$ cat src/sv/hsv_depth_color_key_filter_defines.svh
// Assertion macros shared by the HSV depth color key filter RTL.
`ifndef HSV_DEPTH_COLOR_KEY_FILTER_DEFINES_SVH
`define HSV_DEPTH_COLOR_KEY_FILTER_DEFINES_SVH

// Same-cycle implication, sampled on i_clk and disabled while i_rst_n is low.
`define HSVK_ASSERT_IMP(lbl, ante, cons) \
    lbl: assert property (@(posedge i_clk) disable iff (!i_rst_n) (ante) |-> (cons)) \
        else $error("hsvk: same-cycle check failed");

// Next-cycle implication, sampled on i_clk and disabled while i_rst_n is low.
`define HSVK_ASSERT_NXT(lbl, ante, cons) \
    lbl: assert property (@(posedge i_clk) disable iff (!i_rst_n) (ante) |=> (cons)) \
        else $error("hsvk: next-cycle check failed");

`endif

$ cat src/sv/hsvk_pkg.sv
// Types, constants and register codes of the HSV depth color key filter.
package hsvk_pkg;

    // Divider cell chain: one quotient bit per cell.
    localparam int DIV_STEPS = 11;
    localparam int Q_W       = DIV_STEPS;
    localparam int DSH_W     = 8 + DIV_STEPS - 1;
    localparam int REM_W     = DSH_W + 1;

    localparam int CFG_IDX_W  = 3;
    localparam int CFG_DATA_W = 32;

    localparam logic [11:0] HUE_FULL   = 12'd3600;
    localparam logic [11:0] HUE_OFF_R  = 12'd0;
    localparam logic [11:0] HUE_OFF_G  = 12'd1200;
    localparam logic [11:0] HUE_OFF_B  = 12'd2400;
    localparam logic [12:0] HUE_BIAS   = 13'd3000;
    localparam logic [9:0]  HUE_SIXTH  = 10'd600;

    typedef enum logic [CFG_IDX_W-1:0] {
        CFG_DEPTH_LIMIT     = 3'd0,
        CFG_TARGET_HUE      = 3'd1,
        CFG_HUE_TOLERANCE   = 3'd2,
        CFG_SATURATION_LOW  = 3'd3,
        CFG_SATURATION_HIGH = 3'd4,
        CFG_BRIGHTNESS_LOW  = 3'd5,
        CFG_BRIGHTNESS_HIGH = 3'd6
    } t_cfg_index;

    typedef struct packed {
        logic [7:0]         red;
        logic [7:0]         green;
        logic [7:0]         blue;
        logic signed [31:0] depth;
        logic               last_point;
    } t_in_item;

    typedef struct packed {
        logic               keep;
        logic [7:0]         out_red;
        logic [7:0]         out_green;
        logic [7:0]         out_blue;
        logic signed [31:0] out_depth;
        logic               out_last;
    } t_out_item;

    typedef struct packed {
        logic signed [31:0] depth_limit;
        logic [11:0]        target_hue;
        logic [10:0]        hue_tolerance;
        logic [7:0]         saturation_low;
        logic [7:0]         saturation_high;
        logic [7:0]         brightness_low;
        logic [7:0]         brightness_high;
    } t_cfg;

    // Data that rides along the divider chain untouched.
    typedef struct packed {
        t_in_item    item;
        logic [7:0]  value;
        logic [11:0] hue_off;
        logic        hue_zero;
        logic        sat_zero;
    } t_side;

    // One restoring division lane: partial remainder, shifted divisor, quotient.
    typedef struct packed {
        logic [REM_W-1:0] rem;
        logic [DSH_W-1:0] dsh;
        logic [Q_W-1:0]   quo;
    } t_lane;

    typedef struct packed {
        t_side side;
        t_lane hue;
        t_lane sat;
    } t_cell_data;

endpackage

$ cat src/sv/hsvk_front.sv
// Input stage: max, min, hue sector and divider operands for one point.
module hsvk_front (
    input  logic                  i_clk,
    input  logic                  i_rst_n,
    input  logic                  i_valid,
    output logic                  o_ready,
    input  hsvk_pkg::t_in_item    i_item,
    output logic                  o_valid,
    input  logic                  i_ready,
    output hsvk_pkg::t_cell_data  o_data
);
    import hsvk_pkg::*;

    logic        r_valid;
    t_cell_data  r_data;
    t_cell_data  n_data;
    logic [7:0]  mx;
    logic [7:0]  mn;
    logic [7:0]  d;
    logic [9:0]  t_sum;
    logic [11:0] hue_off;
    logic [18:0] num;
    logic [15:0] sat_dvd;

    always_comb begin
        mx = i_item.red;
        mn = i_item.red;
        if (i_item.green > mx) mx = i_item.green;
        if (i_item.blue > mx) mx = i_item.blue;
        if (i_item.green < mn) mn = i_item.green;
        if (i_item.blue < mn) mn = i_item.blue;
        d = mx - mn;

        // The signed difference plus d is never negative, so the quotient is a floor.
        if (mx == i_item.red) begin
            t_sum   = {2'b00, i_item.green} - {2'b00, i_item.blue} + {2'b00, d};
            hue_off = HUE_OFF_R;
        end else if (mx == i_item.green) begin
            t_sum   = {2'b00, i_item.blue} - {2'b00, i_item.red} + {2'b00, d};
            hue_off = HUE_OFF_G;
        end else begin
            t_sum   = {2'b00, i_item.red} - {2'b00, i_item.green} + {2'b00, d};
            hue_off = HUE_OFF_B;
        end

        num     = {10'b0, t_sum[8:0]} * {9'b0, HUE_SIXTH};
        sat_dvd = {d, 8'b0} - {8'b0, d};

        n_data.side.item     = i_item;
        n_data.side.value    = mx;
        n_data.side.hue_off  = hue_off;
        n_data.side.hue_zero = (d == 8'd0);
        n_data.side.sat_zero = (mx == 8'd0);
        n_data.hue.rem       = REM_W'(num);
        n_data.hue.dsh       = {d, {(Q_W-1){1'b0}}};
        n_data.hue.quo       = '0;
        n_data.sat.rem       = REM_W'(sat_dvd);
        n_data.sat.dsh       = {mx, {(Q_W-1){1'b0}}};
        n_data.sat.quo       = '0;
    end

    assign o_ready = !r_valid || i_ready;

    always_ff @(posedge i_clk) begin
        if (!i_rst_n) begin
            r_valid <= 1'b0;
        end else if (o_ready) begin
            r_valid <= i_valid;
        end
    end

    always_ff @(posedge i_clk) begin
        if (o_ready && i_valid) begin
            r_data <= n_data;
        end
    end

    assign o_valid = r_valid;
    assign o_data  = r_data;

endmodule

$ cat src/sv/hsvk_cell.sv
// One divider cell: a restoring step on the hue and saturation lanes.
module hsvk_cell (
    input  logic                  i_clk,
    input  logic                  i_rst_n,
    input  logic                  i_valid,
    output logic                  o_ready,
    input  hsvk_pkg::t_cell_data  i_data,
    output logic                  o_valid,
    input  logic                  i_ready,
    output hsvk_pkg::t_cell_data  o_data
);
    import hsvk_pkg::*;

    logic       r_valid;
    t_cell_data r_data;
    t_cell_data n_data;

    function automatic t_lane lane_step(input t_lane a);
        t_lane s;
        s.dsh = a.dsh >> 1;
        if (a.rem >= {1'b0, a.dsh}) begin
            s.rem = a.rem - {1'b0, a.dsh};
            s.quo = {a.quo[Q_W-2:0], 1'b1};
        end else begin
            s.rem = a.rem;
            s.quo = {a.quo[Q_W-2:0], 1'b0};
        end
        return s;
    endfunction

    always_comb begin
        n_data.side = i_data.side;
        n_data.hue  = lane_step(i_data.hue);
        n_data.sat  = lane_step(i_data.sat);
    end

    assign o_ready = !r_valid || i_ready;

    always_ff @(posedge i_clk) begin
        if (!i_rst_n) begin
            r_valid <= 1'b0;
        end else if (o_ready) begin
            r_valid <= i_valid;
        end
    end

    always_ff @(posedge i_clk) begin
        if (o_ready && i_valid) begin
            r_data <= n_data;
        end
    end

    assign o_valid = r_valid;
    assign o_data  = r_data;

endmodule

$ cat src/sv/hsvk_back.sv
// Output stages: hue and saturation finish, then threshold tests and result register.
module hsvk_back (
    input  logic                  i_clk,
    input  logic                  i_rst_n,
    input  hsvk_pkg::t_cfg        i_cfg,
    input  logic                  i_valid,
    output logic                  o_ready,
    input  hsvk_pkg::t_cell_data  i_data,
    output logic                  o_valid,
    input  logic                  i_ready,
    output hsvk_pkg::t_out_item   o_item
);
    import hsvk_pkg::*;

    logic        r_valid_a;
    t_in_item    r_item_a;
    logic [7:0]  r_value_a;
    logic [11:0] r_hue_a;
    logic [7:0]  r_sat_a;
    logic [12:0] hue_sum;
    logic [11:0] n_hue_a;
    logic [7:0]  n_sat_a;
    logic        ready_a;

    logic        r_valid_b;
    t_out_item   r_item_b;
    t_out_item   n_item_b;
    logic [11:0] tgt;
    logic [11:0] e;
    logic [11:0] alt;
    logic [11:0] hue_gap;
    logic        ready_b;

    // Stage A: remove the floor bias, wrap into one turn, clear degenerate cases.
    always_comb begin
        hue_sum = {2'b00, i_data.hue.quo} + {1'b0, i_data.side.hue_off} + HUE_BIAS;
        if (hue_sum >= {1'b0, HUE_FULL}) begin
            hue_sum = hue_sum - {1'b0, HUE_FULL};
        end
        n_hue_a = i_data.side.hue_zero ? 12'd0 : hue_sum[11:0];
        n_sat_a = i_data.side.sat_zero ? 8'd0 : i_data.sat.quo[7:0];
    end

    assign ready_a = !r_valid_a || ready_b;

    always_ff @(posedge i_clk) begin
        if (!i_rst_n) begin
            r_valid_a <= 1'b0;
        end else if (ready_a) begin
            r_valid_a <= i_valid;
        end
    end

    always_ff @(posedge i_clk) begin
        if (ready_a && i_valid) begin
            r_item_a  <= i_data.side.item;
            r_value_a <= i_data.side.value;
            r_hue_a   <= n_hue_a;
            r_sat_a   <= n_sat_a;
        end
    end

    // Stage B: circular hue distance and all strict threshold tests.
    always_comb begin
        tgt     = (i_cfg.target_hue >= HUE_FULL) ? i_cfg.target_hue - HUE_FULL
                                                 : i_cfg.target_hue;
        e       = (r_hue_a >= tgt) ? r_hue_a - tgt : tgt - r_hue_a;
        alt     = HUE_FULL - e;
        hue_gap = (alt < e) ? alt : e;

        n_item_b.keep      = ($signed(r_item_a.depth) < $signed(i_cfg.depth_limit))
                          && (hue_gap < {1'b0, i_cfg.hue_tolerance})
                          && (r_sat_a > i_cfg.saturation_low)
                          && (r_sat_a < i_cfg.saturation_high)
                          && (r_value_a > i_cfg.brightness_low)
                          && (r_value_a < i_cfg.brightness_high);
        n_item_b.out_red   = r_item_a.red;
        n_item_b.out_green = r_item_a.green;
        n_item_b.out_blue  = r_item_a.blue;
        n_item_b.out_depth = r_item_a.depth;
        n_item_b.out_last  = r_item_a.last_point;
    end

    assign ready_b = !r_valid_b || i_ready;

    always_ff @(posedge i_clk) begin
        if (!i_rst_n) begin
            r_valid_b <= 1'b0;
        end else if (ready_b) begin
            r_valid_b <= r_valid_a;
        end
    end

    always_ff @(posedge i_clk) begin
        if (ready_b && r_valid_a) begin
            r_item_b <= n_item_b;
        end
    end

    assign o_ready = ready_a;
    assign o_valid = r_valid_b;
    assign o_item  = r_item_b;

endmodule

$ cat src/sv/hsv_depth_color_key_filter.sv
// Top level of the HSV depth color key filter: config registers and the cell chain.
//
// Usage: each item on the input channel (i_valid, o_ready, i_item) is one colored
// point: 8-bit red, green and blue, a Q16.16 depth and a last-point mark. For every
// accepted item exactly one item leaves on the output channel (o_valid, i_ready,
// o_item) in the same order, carrying a keep flag and the point passed through.
// The point is kept when its depth is below the depth limit, its circular hue
// distance to the target hue is below the tolerance, and its saturation and value
// lie strictly between their limits.
// From acceptance to o_valid an item passes one front stage, eleven divider
// cells (one quotient bit of hue and of saturation per cell) and two output stages.
// Throughput is one item per cycle while i_ready is high; every stage is a
// register with its own valid bit, so bubbles close up and a new item is taken
// while a result waits.
// When the receiver holds i_ready low, the result stays on o_item and stages fill
// behind it; o_ready drops only once every stage holds an item.
// Synchronous reset empties the pipeline and loads the default thresholds.
// Configuration is written through i_cfg_we, i_cfg_index and i_cfg_data while no
// item is in flight; indexes beyond the last register are ignored.
`include "hsv_depth_color_key_filter_defines.svh"

module hsv_depth_color_key_filter (
    input  logic                                i_clk,
    input  logic                                i_rst_n,
    input  logic                                i_cfg_we,
    input  logic [hsvk_pkg::CFG_IDX_W-1:0]      i_cfg_index,
    input  logic [hsvk_pkg::CFG_DATA_W-1:0]     i_cfg_data,
    input  logic                                i_valid,
    output logic                                o_ready,
    input  hsvk_pkg::t_in_item                  i_item,
    output logic                                o_valid,
    input  logic                                i_ready,
    output hsvk_pkg::t_out_item                 o_item
);
    import hsvk_pkg::*;

    t_cfg       r_cfg;
    logic       c_valid [DIV_STEPS+1];
    logic       c_ready [DIV_STEPS+1];
    t_cell_data c_data  [DIV_STEPS+1];

    // Register file. Each register keeps only the bits it is declared with.
    always_ff @(posedge i_clk) begin
        if (!i_rst_n) begin
            r_cfg.depth_limit     <= 32'sd5898240;
            r_cfg.target_hue      <= 12'd0;
            r_cfg.hue_tolerance   <= 11'd200;
            r_cfg.saturation_low  <= 8'd77;
            r_cfg.saturation_high <= 8'd255;
            r_cfg.brightness_low  <= 8'd77;
            r_cfg.brightness_high <= 8'd255;
        end else if (i_cfg_we) begin
            unique case (t_cfg_index'(i_cfg_index))
                CFG_DEPTH_LIMIT:     r_cfg.depth_limit     <= i_cfg_data;
                CFG_TARGET_HUE:      r_cfg.target_hue      <= i_cfg_data[11:0];
                CFG_HUE_TOLERANCE:   r_cfg.hue_tolerance   <= i_cfg_data[10:0];
                CFG_SATURATION_LOW:  r_cfg.saturation_low  <= i_cfg_data[7:0];
                CFG_SATURATION_HIGH: r_cfg.saturation_high <= i_cfg_data[7:0];
                CFG_BRIGHTNESS_LOW:  r_cfg.brightness_low  <= i_cfg_data[7:0];
                CFG_BRIGHTNESS_HIGH: r_cfg.brightness_high <= i_cfg_data[7:0];
                default: begin
                end
            endcase
        end
    end

    // Front stage finds max, min and the hue sector and loads both divider lanes.
    hsvk_front u_front (
        .i_clk   (i_clk),
        .i_rst_n (i_rst_n),
        .i_valid (i_valid),
        .o_ready (o_ready),
        .i_item  (i_item),
        .o_valid (c_valid[0]),
        .i_ready (c_ready[0]),
        .o_data  (c_data[0])
    );

    // Row of identical divider cells; each hands its item to the next one.
    for (genvar k = 0; k < DIV_STEPS; k++) begin : g_cell
        hsvk_cell u_cell (
            .i_clk   (i_clk),
            .i_rst_n (i_rst_n),
            .i_valid (c_valid[k]),
            .o_ready (c_ready[k]),
            .i_data  (c_data[k]),
            .o_valid (c_valid[k+1]),
            .i_ready (c_ready[k+1]),
            .o_data  (c_data[k+1])
        );
    end

    // Hue wrap, saturation clean-up, threshold tests and the result register.
    hsvk_back u_back (
        .i_clk   (i_clk),
        .i_rst_n (i_rst_n),
        .i_cfg   (r_cfg),
        .i_valid (c_valid[DIV_STEPS]),
        .o_ready (c_ready[DIV_STEPS]),
        .i_data  (c_data[DIV_STEPS]),
        .o_valid (o_valid),
        .i_ready (i_ready),
        .o_item  (o_item)
    );

    // An accepted item always lands in the front stage.
    `HSVK_ASSERT_NXT(a_accept_loads_front, i_valid && o_ready, c_valid[0])
    // The input side can only be blocked when a result is waiting at the output.
    `HSVK_ASSERT_IMP(a_stall_needs_result, !o_ready, o_valid)
    // A kept point has nonzero saturation, so it cannot be gray.
    `HSVK_ASSERT_IMP(a_keep_not_gray, o_valid && o_item.keep,
        (o_item.out_red != o_item.out_green) || (o_item.out_green != o_item.out_blue))
    // A kept point has a value strictly below full scale in every component.
    `HSVK_ASSERT_IMP(a_keep_not_full, o_valid && o_item.keep,
        (o_item.out_red != 8'hFF) && (o_item.out_green != 8'hFF)
        && (o_item.out_blue != 8'hFF))

endmodule

$ cat config.mk
export PLATFORM = sky130hd
export DESIGN_NAME = hsv_depth_color_key_filter
export DESIGN_NICKNAME = d
export VERILOG_FILES = /design/src/sv/hsvk_pkg.sv /design/src/sv/hsvk_front.sv /design/src/sv/hsvk_cell.sv /design/src/sv/hsvk_back.sv /design/src/sv/hsv_depth_color_key_filter.sv
export VERILOG_INCLUDE_DIRS = /design/src /design/src/sv
export SDC_FILE = /design/constraint.sdc
export NUM_CORES = 2
export LEC_CHECK = 0
export ABC_AREA = 1
export BUFFER_PORTS_ARGS = -buffer_cell sky130_fd_sc_hd__buf_4
export CAP_MARGIN = 15
export CORE_AREA = 2 2 327 329
export DETAILED_ROUTE_END_ITERATION = 16
export DIE_AREA = 0 0 329 331
export GPL_ROUTABILITY_DRIVEN = 0
export PLACE_DENSITY = 0.84
export SLEW_MARGIN = 20
export SYNTH_ARGS = -nofsm -noshare
export SYNTH_HDL_FRONTEND = slang
export SYNTH_SLANG_ARGS = --single-unit
$ cat constraint.sdc
create_clock -name i_clk -period 15.7 [get_ports i_clk]
set_clock_uncertainty 0.15 [all_clocks]
set_input_delay 1.57 -clock i_clk [delete_from_list [all_inputs] [get_ports i_clk]]
set_output_delay 1.57 -clock i_clk [all_outputs]
set_load 0.02 [all_outputs]
==> flow_summary.yaml <==
outcome:
  outcome: "completed"
timing:
  relSlewSlack_pct: 25.6
  setup-violations-final: 0
  setup_slack_ns: 4.33
  timing.final.crit_share_pct: 72.4
  rsz0062_at_grt: "no"
  fmax_mhz: 88.0
  finalHoldViolations: 0
  fin_tns_setup_ns: 0
  slew_violations: 0
  worst_pin_slew_ns: 1.12
  finalCriticalPeriod_ns: 11.37
worst_setup_path:
  critPathLaunchType: "input pin"
  cpLargestDelayFamily: "simple AND/OR/NAND/NOR gates"
  cp_slowest_cell: "fa_1"
  r2r-start: "r_cfg[47]$_SDFFE_PN0P_"
  cp_num_buf_inv: 11
  worstPathArrival_ns: 11.72
  cp_max_fo: 20
  ff2ff_path_depth: 39
  rr_endpoint: "u_back.o_item[57]$_DFFE_PP_"
  rrSetupSlack_ns: 7.85
  end_kind: "flip-flop"
  worst-setup-path-type: "input pin to flip-flop"
  critical_path_required_ns: 16.06
  max_stage_delay_ns: 0.52
  crit_cells: 57
floorplanning:
  die_w_um: 329
  initial_core_util_pct: 66.7
  rows: 119
  fp.coreArea_um2: 105000
  ios: 157
  fp.dieArea_um2: 109000
  die_h_um: 331
yosys:
  syn_area_per_cell_um2: 13.3
  syn_nets: 5808
  yosysWarnings: 0
  ys_seq_area_share_pct: 69.2
  ys_seq_elements: 1648
  netlist_instances: 5260
  ys.flop_type: "edfxtp_1"
  syn_area_um2: 70100
  synth-async-reset-ratio_pct: 0
  ys_types: 65
  synth_edf_count: 1547
clock_tree:
  root_buffer: "clkbuf_16"
  post_cts_buffers: 0
  cts_tree: "built"
  htreeDepth: 4
  clkSinkCount: 1648
  cts_hold_buf: 0
  path_clk_slew_ns: 0.06
  clock_latency_ns: 0.77
  clockBufferDepth: 3
  cts_made_buffers: 157
  cts_resized: 0
route:
  drtIter0Drc: 3680
  vias_per_cell: 5.75
  route.detailed.drc: 0
  drtPass1Iterations: 7
  wl_um: 139000
  postRouteAntennaNets: 0
  vias: 40600
  wl_per_cell_um: 19.8
global_routing:
  antenna_found_initial: 3
  gr-usage-all-layers_pct: 26.1
  grt_max_degree: 86
  grt_pass1_wl_um: 220000
  grt_pass1_vias: 41300
  overflow: 0
place:
  dp_hpwl_um: 91200
  portBuffers: 156
  dpl_worst_slack_ns: 3.90
  dpl-instance-area_um2: 73000
layout:
  stdcell_area_um2: 77900
  area_growth_pct: 11.2
  fin_nets: 6093
  drive_gt1_share_pct: 8.72
  fillCellCount: 6091
power:
  power_density_nw_per_um2: 183
  finalPower_uw: 14300
  p_leak_uw: 0.0297
  ir_worst_vdd_v: 0.000834
run:
  max-cap-violations: 0
min_path:
  holdCritStartpoint: "g_cell[5].u_cell.o_data[139]$_DFFE_PP_"
  hold_path.class: "flip-flop to flip-flop"
  whs_endpoint: "g_cell[6].u_cell.o_data[139]$_DFFE_PP_"
  hold_depth: 0
==> sequential cells by signal, summed over array words and instances, names as in the netlist <==
name	cells
g_cell.u_cell.o_data	1295
u_front.o_data	109
r_cfg	87
u_back.o_item	58
u_back.n_item_b	57
u_back.r_hue_a	12
g_cell.u_cell.o_valid	11
u_back.r_sat_a	8
u_back.r_value_a	8
u_back.o_valid	1
u_back.r_valid_a	1
u_front.o_valid	1
==> layout by cell type (no fill, tap or decap), types with 8 or more instances in the layout <==
master and instances:
xor2_1 160, or2_2 11, clkinv_1 40, clkinv_2 20, nand2_2 21, nand4_1 37, nand3_1 157, a31oi_1 15
a21oi_1 327, a21o_1 13, o21ai_1 9, o211ai_1 35, xnor2_1 93, clkbuf_1 34, fa_1 57, nand3b_1 12
nor2_2 8, o31ai_1 9, buf_4 180, clkbuf_16 157, a211oi_1 15, o21ai_2 13, ha_1 394, o21a_1 9
edfxtp_1 1547, o21ai_0 316, nor2_1 270, nor2_4 10, nand2_1 629, dfxtp_1 101, inv_2 12, nor4_1 45
o21bai_1 14, nor3_1 57, inv_1 724, bufinv_16 10
==> layer usage <==
| layer | part of all wire [%] | track usage, % |
|---|---|---|
| met2 | 52 | 46.6 |
| met5 | 0 | 0 |
| met3 | 5.7 | 3.63 |
| met1 | 38 | 31.6 |
| met4 | 4.4 | 12.3 |
==> kinds of logic (layout without fill, tap and decap cells) <==
group | after synthesis | count (layout) | share of synthesized area [%]
fa+ha+maj | 451 | 451 | 8.67
flops | 1648 | 1648 | 69.2
xor+xnor | 255 | 255 | 3.21
buf+inv | 801 | 1209 | 4.37
other cells | 0 | 2 | 0
compound gates | 815 | 815 | 6.47
simple gates | 1290 | 1290 | 8.09
==> Yosys cell counts, types with 8 or more instances <==
library cell	number	area share (%)
o21bai_1	14	0.15
inv_1	731	3.9
a21o_1	13	0.14
nor4_1	45	0.40
nand2_1	629	3.4
edfxtp_1	1547	66
xor2_1	160	2.0
nand3_1	157	1.1
a211oi_1	15	0.16
nor2_2	8	0.071
dfxtp_1	101	2.9
o211ai_1	35	0.38
nand3b_1	12	0.13
clkbuf_1	47	0.25
o21a_1	9	0.096
fa_1	57	1.6
nor2_1	277	1.5
a21oi_1	327	2.3
or2_2	11	0.098
nand2_2	21	0.19
o21ai_0	316	2.3
o21ai_1	9	0.064
nand4_1	37	0.33
nor3_1	57	0.41
a31oi_1	15	0.13
ha_1	394	7.0
inv_2	12	0.064
o21ai_2	13	0.16
o31ai_1	9	0.096
xnor2_1	93	1.2
==> worst reg2reg max path, delay by kind of cell, from the launching register on <==
kind,cells,cell delay (ns)
xor gates and xnor gates,3,0.93
and+or+nand+nor,13,1.82
DFF,1,0.34
buffers and inverters,4,0.67
adders and majority gates,4,1.24
AOI/OAI and AO/OA,15,2.55
==> where the power goes <==
part           internal (uW)  switching [uW]
combinational           2130            3100
clock                   2040            1610
sequential              5310            80.8
total                   9480            4790
==> stage by stage <==
step	hold WS, ns	utilization, %	instances
final	0.242	74.2	7061
after global placement	0.250	69.5	6777
after CTS	0.252	74.2	7059
after detailed placement	0.255	69.5	6777
after floorplan	0.250	-	5260
after global routing	0.257	74.2	7061
==> final cells by class <==
type                    instances  area (um2)  share of cell area [%]
clock inverters                88         851                    1.09
multi-input cells            2811       18600                    23.8
diodes                          2        5.00                 0.00642
flip-flops and latches       1648       48500                    62.2
well taps                    1391        1740                    2.23
inverters                     747        2820                    3.62
repair buffers                180        1350                    1.73
clock buffers                 194        4100                    5.26
==> worst max path at each step <==
| stage | to | slack [ns] | startpoint |
|---|---|---|---|
| 2_1_floorplan | u_front.o_data[94]$_DFFE_PP_ | 5.23 | i_item[47] |
| 3_3_place_gp | u_front.o_data[94]$_DFFE_PP_ | 4.24 | i_item[47] |
| 3_5_place_dp | u_front.o_data[94]$_DFFE_PP_ | 3.90 | i_item[47] |
| 4_1_cts | u_front.o_data[94]$_DFFE_PP_ | 4.57 | i_item[47] |
| 5_1_grt | u_front.o_data[94]$_DFFE_PP_ | 3.52 | i_item[47] |
| 6_report | u_front.o_data[94]$_DFFE_PP_ | 4.33 | i_item[47] |
(Power assumes the default switching activity.)
